$ cat config.mk
export PLATFORM = sky130hd
export DESIGN_NAME = bpa_control
export DESIGN_NICKNAME = d
export VERILOG_FILES = /design/src/bpa_pkg.sv /design/src/bpa_control.sv
export VERILOG_INCLUDE_DIRS = /design/src /design/src/src
export SDC_FILE = /design/constraint.sdc
export NUM_CORES = 1
export LEC_CHECK = 0
export CAP_MARGIN = 40
export CORE_UTILIZATION = 55
export CTS_CLUSTER_SIZE = 16
export DETAILED_ROUTE_END_ITERATION = 8
export DONT_BUFFER_PORTS = 1
export PLACE_DENSITY = 0.76
export SLEW_MARGIN = 20
export SYNTH_ARGS = -nofsm -noshare
export SYNTH_HDL_FRONTEND = slang
export SYNTH_SLANG_ARGS = --single-unit
$ cat constraint.sdc
create_clock -name clk -period 4.57 [get_ports clk]
set_input_delay 0.914 -clock clk [delete_from_list [all_inputs] [get_ports clk]]
set_output_delay 0.914 -clock clk [all_outputs]
set_load 0.02 [all_outputs]
$ cat src/block_pixelate_average_defines.svh
// Assertion macros used by the block pixelate average controller.
// Depends on nothing; users must have clk and rst_n in scope.
`ifndef BLOCK_PIXELATE_AVERAGE_DEFINES_SVH
`define BLOCK_PIXELATE_AVERAGE_DEFINES_SVH

// Antecedent implies consequent in the same cycle.
`define BPA_ASSERT_SAME(label, ante, cons) \
    label: assert property (@(posedge clk) disable iff (!rst_n) (ante) |-> (cons)) \
        else $error("bpa assertion failed");

// Antecedent implies consequent in the next cycle.
`define BPA_ASSERT_NEXT(label, ante, cons) \
    label: assert property (@(posedge clk) disable iff (!rst_n) (ante) |=> (cons)) \
        else $error("bpa assertion failed");

`endif

$ cat src/bpa_pkg.sv
// Package for the block pixelate average: sizes, types and codes.
// Used by the divider, datapath, controller and top level.
package bpa_pkg;

    localparam int MAX_WIDTH     = 4096;
    localparam int MAX_HEIGHT    = 4096;
    localparam int BLOCK_COLUMNS = 2048;
    localparam int SLOT_W        = $clog2(BLOCK_COLUMNS);
    localparam int SUM_W         = 24;
    localparam int CNT_W         = 17;
    localparam int DIV_STEPS     = SUM_W;
    localparam int STEP_W        = $clog2(DIV_STEPS);
    localparam int POS_W         = 12;
    localparam int SIZE_W        = 13;
    localparam int CFG_DATA_W    = 15;
    localparam int CFG_INDEX_W   = 3;
    localparam logic [7:0] DEFAULT_BLOCK = 8'd8;

    typedef enum logic [CFG_INDEX_W-1:0] {
        REG_SURFACE_WIDTH  = 3'd0,
        REG_SURFACE_HEIGHT = 3'd1,
        REG_REGION_LEFT    = 3'd2,
        REG_REGION_TOP     = 3'd3,
        REG_REGION_RIGHT   = 3'd4,
        REG_REGION_BOTTOM  = 3'd5,
        REG_BLOCK_SIZE     = 3'd6
    } cfg_reg_t;

    typedef struct packed {
        logic load_pix;
        logic div_load_geo;
        logic div_load_mean;
        logic div_step;
        logic geo_latch;
        logic accum;
        logic out_load;
    } bpa_cmd_t;

    typedef struct packed {
        logic in_region;
        logic block_end;
        logic out_full;
    } bpa_status_t;

    typedef struct packed {
        logic [SUM_W-1:0] blue_sum;
        logic [SUM_W-1:0] green_sum;
        logic [SUM_W-1:0] red_sum;
        logic [CNT_W-1:0] count;
    } bpa_entry_t;

endpackage

$ cat src/bpa_control.sv
// Controller state machine sequencing one pixel through the datapath.
// Depends on bpa_pkg and the assertion macros header.
`include "block_pixelate_average_defines.svh"
module bpa_control
    import bpa_pkg::*;
(
    input  logic        clk,
    input  logic        rst_n,
    input  logic        in_valid,
    output logic        in_ready,
    input  bpa_status_t status,
    output bpa_cmd_t    cmd
);

    typedef enum logic [6:0] {
        ST_IDLE  = 7'b0000001,
        ST_CHECK = 7'b0000010,
        ST_GEO   = 7'b0000100,
        ST_READ  = 7'b0001000,
        ST_ACCUM = 7'b0010000,
        ST_MEAN  = 7'b0100000,
        ST_DONE  = 7'b1000000
    } state_t;

    state_t            state_reg, state_next;
    logic [STEP_W-1:0] step_reg, step_next;
    logic              last_step;

    assign last_step = step_reg == STEP_W'(DIV_STEPS - 1);

    always_comb
    begin
        state_next = state_reg;
        step_next  = step_reg;
        cmd        = '0;
        in_ready   = 1'b0;
        case (state_reg)
            ST_IDLE:
            begin
                in_ready = 1'b1;
                if (in_valid)
                begin
                    cmd.load_pix = 1'b1;
                    state_next   = ST_CHECK;
                end
            end
            ST_CHECK:
            begin
                if (status.in_region)
                begin
                    cmd.div_load_geo = 1'b1;
                    step_next        = '0;
                    state_next       = ST_GEO;
                end
                else
                begin
                    state_next = ST_IDLE;
                end
            end
            ST_GEO:
            begin
                cmd.div_step = 1'b1;
                step_next    = step_reg + 1'b1;
                if (last_step)
                    state_next = ST_READ;
            end
            ST_READ:
            begin
                cmd.geo_latch = 1'b1;
                state_next    = ST_ACCUM;
            end
            ST_ACCUM:
            begin
                cmd.accum = 1'b1;
                if (status.block_end)
                begin
                    cmd.div_load_mean = 1'b1;
                    step_next         = '0;
                    state_next        = ST_MEAN;
                end
                else
                begin
                    state_next = ST_IDLE;
                end
            end
            ST_MEAN:
            begin
                cmd.div_step = 1'b1;
                step_next    = step_reg + 1'b1;
                if (last_step)
                    state_next = ST_DONE;
            end
            ST_DONE:
            begin
                // Wait until the previous result beat has left the output register.
                if (!status.out_full)
                begin
                    cmd.out_load = 1'b1;
                    state_next   = ST_IDLE;
                end
            end
            default:
            begin
                state_next = ST_IDLE;
            end
        endcase
    end

    always_ff @(posedge clk or negedge rst_n)
    begin
        if (!rst_n)
        begin
            state_reg <= ST_IDLE;
            step_reg  <= '0;
        end
        else
        begin
            state_reg <= state_next;
            step_reg  <= step_next;
        end
    end

    `BPA_ASSERT_SAME(a_load_free, cmd.out_load, !status.out_full)
    `BPA_ASSERT_NEXT(a_accept_check, in_valid && in_ready, state_reg == ST_CHECK)
    `BPA_ASSERT_NEXT(a_geo_read, (state_reg == ST_GEO) && last_step, state_reg == ST_READ)
    `BPA_ASSERT_SAME(a_ready_idle, in_ready, (state_reg == ST_IDLE) && !cmd.div_step)

endmodule

==> impl_metrics.csv, run 1 <==
group,metric,value,unit
global_routing,grt_overflow,0,
timing,report.final.slew_viol_count,0,
clocking,clkTransAtPathRegs,80,ps
worst_hold_path,hold_class,"in2async",
timing,setup_tns,0,ps
floorplan,floorplan.initialDensity,0.609,
logic_synthesis,synth_area_per_cell,10.3,sq um
worst_setup_path,startpoint,"state_reg[4]$_DFFE_PN0P_",
layout,most-common-layout-cells,"11 x dfrtp_1, 6 x nor3_1, 5 x nor2_1",
drt,drt-wirelength-per-cell,17.1,um
drt,viasPerCell,6.65,
timing,finalSetupViolations,0,
timing,finalHoldViolations,0,
floorplan,chipWidth,40.7,um
global_routing,grt_pass1_wl,2.47,mm
logic_synthesis,ys_types,38,
drt,num_vias,632,
layout,fill_cells,111,
global_routing,antenna_found_initial,0,
timing,fin_crit_sh,0.630,
drt,drt_wl_total,1.62,mm
layout,area.growth.synth_to_final,1.83,%
global_routing,grt_max_degree,15,
clocking,cts_buffer_depth,2,
worst_setup_path,worstReg2RegEnd,"step_reg[2]$_DFFE_PN0P_",
clocking,postCtsSetupBuffers,0,
layout,final_common_cell,"dfrtp_1",
drt,drtIter0Drc,14,
floorplan,core,1350,sq um
layout,largest_reg_flops,7,
run,max_cap_viol_count,0,
placed_design,dp_slack,2060,ps
clocking,h-tree-depth,1,
timing,fin_ws,1690,ps
global_routing,grt_usage,0.229,
worst_setup_path,critPathKind,"reg2out",
worst_setup_path,crit_path_start_kind,"flip-flop",
worst_setup_path,worstPathRequired,3660,ps
logic_synthesis,synthTopCellsByArea,"dfrtp_1 33%, buf_6 4.1%, a22o_2 3.7%",
global_routing,grt_pass1_vias,543,
floorplan,die_h,40.7,um
timing,rsz0062_at_grt,"false",
placed_design,portBuffers,0,
layout,n_antenna_cell,0,
pwr,powerDensity,443,nW/um^2
timing,relSlewSlack,0.607,
pwr,leakage,0.000375,uW
worst_setup_path,path_max_fanout,14,
timing,max_freq,347,MHz
worst_setup_path,rr_startpoint,"state_reg[1]$_DFFE_PN0P_",
clocking,cts_buffers,3,
logic_synthesis,synth_top_area_share,0.335,
layout,drive_gt1_frac,0.225,
worst_setup_path,arrival,1970,ps
logic_synthesis,syn_nets,87,
drt,final_antenna_net_count,0,
pwr,peakVddDrop,242,uV
floorplan,die_area,1650,sq um
drt,drcViolationCount,0,
logic_synthesis,synth_area,822,sq um
logic_synthesis,yosys_warnings,0,
logic_synthesis,ys_seq_area_frac,0.367,
clocking,clock-sinks,12,
clocking,cts-root-buf,"clkbuf_4",
worst_setup_path,cp-end-kind,"output port",
timing,worst_slew_pin_slew,585,ps
worst_setup_path,worst-r2r-cell-count,4,
timing,fin_skew,3.70,ps
logic_synthesis,ys_seq_elements,12,
timing,fin_hold_ws,320,ps
clocking,tritoncts,"done",
floorplan,core.rowCount,13,
floorplan,io_pins,14,
drt,firstDrtPassIters,4,
placed_design,dp_hpwl,1.10,mm
logic_synthesis,syn_inst,80,
placed_design,gp_congestion,0.848,
clocking,clk_latency,280,ps
clocking,cts_resized,0,
worst_setup_path,rrSetupSlack,2390,ps
timing,final.min_clock_period,2880,ps
clocking,cts_hold_buf,0,
logic_synthesis,yosysTopAreaCell,"dfrtp_1",
layout,finish.net_count,88,
status,status,"finished clean",
## metal layers
layer  wire length [um]  part of all wire  GRT usage  vias up
met1                816              0.50      0.325      305
met5                  0                 0          0        -
met2                680              0.42      0.313       19
met3                108             0.067     0.0870        4
li1                   -                 -          -      304
met4                 16            0.0099     0.0750        0
## how the worst max path moves through the flow
stage | slack (ps) | cells past startpoint | end
after floorplan | 1820 | 3 | cmd[2]
after global placement | 1790 | 2 | cmd[2]
after detailed placement | 2060 | 3 | cmd[6]
after CTS | 1750 | 3 | cmd[6]
after global routing | 1590 | 3 | cmd[6]
final | 1690 | 3 | cmd[6]
## cell type report
cell class              count  area (sq um)  share of cell area
clock buffers               4          26.3              0.0314
repair buffers              2          15.0              0.0179
flip-flops and latches     12           302               0.360
well taps                  15          18.8              0.0224
inverters                   2          7.51             0.00897
multi-input cells          60           468               0.559
## power breakdown
group	total [uW]	leakage, uW	internal, uW	switching, uW
Combinational	139	0.000198	63.6	75.0
Sequential	160	0.000162	128	31.6
Clock	72.3	0.0000150	33.9	38.4
## critical path, stage by stage, from the launching register on
cell	delay, ps
dfrtp_1	550
nor3_1	450
and3_1	390
and2_1	290
## per-stage QoR
step	utilization	cells	cell area [sq um]	total power [uW]
3_5_place_dp	0.601	91	811	297
6_report	0.620	95	837	371
4_1_cts	0.620	95	837	371
2_1_floorplan	-	80	822	281
3_3_place_gp	0.589	89	796	295
5_1_grt	0.620	95	837	394
## Yosys cell counts
| library cell | instances |
|---|---|
| dfrtp_1 | 11 |
| nor3_1 | 6 |
| nor2_1 | 5 |
| a22o_2 | 3 |
| buf_6 | 3 |
| nand2_1 | 3 |
| nand3_1 | 3 |
| nor4_1 | 3 |
| nor4b_1 | 3 |
| xor2_1 | 3 |
| and2_1 | 2 |
| and3_1 | 2 |
| clkbuf_1 | 2 |
| inv_1 | 2 |
| nor3b_1 | 2 |
| o211ai_1 | 2 |
| o21ai_0 | 2 |
| or4_4 | 2 |
| xnor2_1 | 2 |
| a221o_1 | 1 |
| a221oi_1 | 1 |
| a31oi_1 | 1 |
| a41o_1 | 1 |
| and2b_1 | 1 |
| and3b_2 | 1 |
| and4_2 | 1 |
| and4b_2 | 1 |
| buf_1 | 1 |
| dfstp_2 | 1 |
| ha_1 | 1 |
| mux2_2 | 1 |
| nand4b_1 | 1 |
| nor2b_1 | 1 |
| nor3_4 | 1 |
| nor3b_4 | 1 |
| nor4_4 | 1 |
| o211a_1 | 1 |
| o21bai_1 | 1 |
## cell families (layout without fill, tap and decap cells)
kind of cell / count (synthesis) / in the layout / share of synthesized area
buf+inv: 8 / 8 / 0.0639
flops: 12 / 12 / 0.367
simple gates: 40 / 40 / 0.356
compound gates: 13 / 13 / 0.131
mux: 1 / 1 / 0.0137
fa+ha+maj: 1 / 1 / 0.0152
xor+xnor: 5 / 5 / 0.0533
No activity file was read; power rests on OpenSTA's default activity.
==> run 2: changes to the inputs <==
--- a/config.mk
+++ b/config.mk
@@ -6,12 +6,13 @@
 export SDC_FILE = /design/constraint.sdc
 export NUM_CORES = 1
 export LEC_CHECK = 0
+export ABC_AREA = 1
 export CAP_MARGIN = 40
-export CORE_UTILIZATION = 55
+export CORE_UTILIZATION = 54
 export CTS_CLUSTER_SIZE = 16
 export DETAILED_ROUTE_END_ITERATION = 8
 export DONT_BUFFER_PORTS = 1
-export PLACE_DENSITY = 0.76
+export PLACE_DENSITY = 0.78
 export SLEW_MARGIN = 20
 export SYNTH_ARGS = -nofsm -noshare
 export SYNTH_HDL_FRONTEND = slang
==> constraint.sdc (replaced) <==
create_clock -name clk -period 2.65 [get_ports clk]
set_input_delay 0.53 -clock clk [delete_from_list [all_inputs] [get_ports clk]]
set_output_delay 0.53 -clock clk [all_outputs]
set_load 0.02 [all_outputs]
==> run 2 against run 1 <==
Compared with the run above: clock skew down 1.7 ps; register-to-register slack worse by 1300 ps; global-route usage down 3.0 points; count of clock-buffer cells in the layout unchanged; combinational power up 140%; sequential cell count unchanged; synthesized cell count up 26%; sequential share of layout area down 0.16 points; setup slack worse by 1100 ps; routed wire length down 19%; synthesized area down 4.4%; sequential power up 87%; critical endpoint is now cmd[0]; highest routed layer is now met3.
==> impl_metrics.csv, run 2 <==
group,metric,value,unit
status,status,"finished clean",
worst_setup_path,path_max_fanout,4,
clocking,clkTransAtPathRegs,60,ps
timing,finalHoldViolations,0,
logic_synthesis,syn_inst,101,
clocking,cts_buffers,3,
logic_synthesis,synth_common_cells,"29 x nand2_1, 13 x inv_1, 12 x nor2_1",
logic_synthesis,synth_area,786,sq um
worst_setup_path,arrival,1550,ps
pwr,powerDensity,892,nW/um^2
worst_setup_path,worst-r2r-cell-count,7,
placed_design,dp_hpwl,1.11,mm
pwr,leakage,0.000440,uW
logic_synthesis,syn_nets,108,
worst_setup_path,crit_end,"cmd[0]",
logic_synthesis,synth_most_common_cell,"nand2_1",
logic_synthesis,synth_edf_count,0,
clocking,clock-sinks,12,
timing,setup_tns,0,ps
floorplan,floorplan.initialDensity,0.589,
global_routing,antenna_found_initial,0,
worst_setup_path,path_cells,"nor2_4 -> nand2_4 -> nor3b_1",
drt,drtIter0Drc,5,
layout,fill_cells,136,
timing,fin_crit_sh,0.784,
clocking,cts_hold_buf,1,
drt,viasPerCell,4.96,
floorplan,die_h,40.1,um
clocking,clk_latency,260,ps
worst_setup_path,worst_path_max_delay_cell,"nor3b_1",
layout,final_common_cell,"nand2_1",
worst_setup_path,cpPeakStageDelay,570,ps
worst_setup_path,critPathTopFamily,"simple AND/OR/NAND/NOR gates",
floorplan,core.rowCount,13,
logic_synthesis,ys_seq_area_frac,0.384,
worst_setup_path,worstPathRequired,2120,ps
floorplan,io_pins,14,
drt,drt_wl_total,1.32,mm
logic_synthesis,yosysTopAreaCell,"dfrtp_1",
layout,drive_gt1_frac,0.189,
worst_setup_path,startpoint,"state_reg[3]$_DFFE_PN0P_",
drt,drcViolationCount,0,
floorplan,chipWidth,40.1,um
worst_setup_path,critPathKind,"reg2out",
global_routing,grt_pass1_vias,493,
drt,num_vias,600,
placed_design,gp_congestion,0.797,
logic_synthesis,yosys_warnings,0,
timing,relSlewSlack,0.553,
logic_synthesis,synth_top_area_share,0.350,
timing,rsz0062_at_grt,"false",
worst_setup_path,crit_path_start_kind,"flip-flop",
global_routing,grt_max_degree,12,
layout,finish.net_count,114,
clocking,cts_buffer_depth,2,
layout,area.growth.synth_to_final,7.01,%
layout,ff_latch_area,302,sq um
drt,firstDrtPassIters,3,
floorplan,die_area,1610,sq um
layout,largest_reg_flops,7,
clocking,cts_resized,0,
logic_synthesis,synthArstFlopShare,1.00,
worst_setup_path,cp-end-kind,"output port",
layout,instances_no_fill,121,
timing,max_freq,481,MHz
worst_setup_path,worstReg2RegEnd,"step_reg[4]$_DFFE_PN0P_",
drt,drt-wirelength-per-cell,10.9,um
worst_setup_path,rrSetupSlack,1140,ps
run,max_cap_viol_count,0,
layout,multi_input_area,428,sq um
logic_synthesis,ys_types,20,
layout,finalInstanceArea,841,sq um
global_routing,grt_overflow,0,
layout,n_antenna_cell,0,
timing,finalSetupViolations,0,
logic_synthesis,ys_seq_elements,12,
worst_hold_path,hold_class,"in2async",
worst_setup_path,critical_path_depth,3,
logic_synthesis,synth_area_per_cell,7.78,sq um
placed_design,dp.cells,116,
timing,fin_skew,2.02,ps
placed_design,portBuffers,0,
timing,worst_slew_pin_slew,669,ps
worst_setup_path,rr_startpoint,"state_reg[0]$_DFFE_PN1P_",
pwr,peakVddDrop,466,uV
timing,final.min_clock_period,2080,ps
clocking,cts-root-buf,"clkbuf_4",
logic_synthesis,ys.flop_type,"dfrtp_1",
global_routing,grt_usage,0.198,
clocking,tritoncts,"done",
worst_setup_path,worst-path-buf-inv,0,
clocking,postCtsSetupBuffers,0,
timing,report.final.slew_viol_count,0,
layout,most-common-layout-cells,"29 x nand2_1, 13 x inv_1, 12 x nor2_1",
placed_design,placed_area,805,sq um
logic_synthesis,synthTopCellsByArea,"dfrtp_1 35%, nand2_1 14%, nor2_4 11%",
global_routing,grt_pass1_wl,2.04,mm
drt,final_antenna_net_count,0,
clocking,h-tree-depth,1,
floorplan,core,1330,sq um
-- run 2: routing by layer --
layer | wire [um] | up-vias | GRT usage
li1 | - | 322 | -
met1 | 637 | 269 | 0.266
met2 | 633 | 9 | 0.290
met3 | 46 | 0 | 0.0833
met4 | 0 | 0 | 0.0517
met5 | 0 | - | 0
-- run 2: final cells by class --
type                            instances  share of cell area
Clock buffer                            4              0.0313
Timing Repair Buffer                    1              0.0119
Multi-Input combinational cell         74               0.509
Tap cell                               15              0.0223
Inverter                               15              0.0670
Sequential cell                        12               0.359
-- run 2: kinds of logic (layout without fill, tap and decap cells) --
| family | after synthesis | in the layout | synth area share |
|---|---|---|---|
| XOR/XNOR | 1 | 1 | 0.0111 |
| buffers and inverters | 15 | 20 | 0.0717 |
| flip-flops | 12 | 12 | 0.384 |
| AND/OR/NAND/NOR | 68 | 68 | 0.492 |
| AO/OA/AOI/OAI | 4 | 4 | 0.0255 |
| adder cells (fa/ha/maj) | 1 | 1 | 0.0159 |
-- run 2: worst min path at each step --
| stage | from | endpoint | depth (start not counted) |
|---|---|---|---|
| detailed placement | rst_n | step_reg[4]$_DFFE_PN0P_ | 0 |
| global placement | rst_n | step_reg[4]$_DFFE_PN0P_ | 0 |
| finish | rst_n | state_reg[0]$_DFFE_PN1P_ | 0 |
| floorplan | rst_n | state_reg[1]$_DFFE_PN0P_ | 0 |
| CTS | rst_n | state_reg[0]$_DFFE_PN1P_ | 0 |
| global route | rst_n | state_reg[0]$_DFFE_PN1P_ | 0 |
-- run 2: where the power goes --
group | internal (uW) | switching, uW
Sequential | 242 | 58.2
Combinational | 107 | 233
Clock | 58.2 | 51.6
-- run 2: per-stage QoR --
stage | setup slack (ps) | utilization | total power, uW | hold slack (ps)
2_1_floorplan | 919 | - | 587 | 234
3_3_place_gp | 869 | 0.603 | 629 | 235
3_5_place_dp | 847 | 0.603 | 642 | 235
4_1_cts | 548 | 0.630 | 761 | 94.5
5_1_grt | 442 | 0.630 | 816 | 78.5
6_report | 573 | 0.630 | 750 | 106
-- run 2: worst reg2reg max path, cell delays in order (launching register included) --
cell,delay [ps]
dfstp_2,580
nor2_4,60
nand2_4,100
nor2_4,60
nor2_4,160
clkinv_1,250
nand3_1,140
nand2_1,60
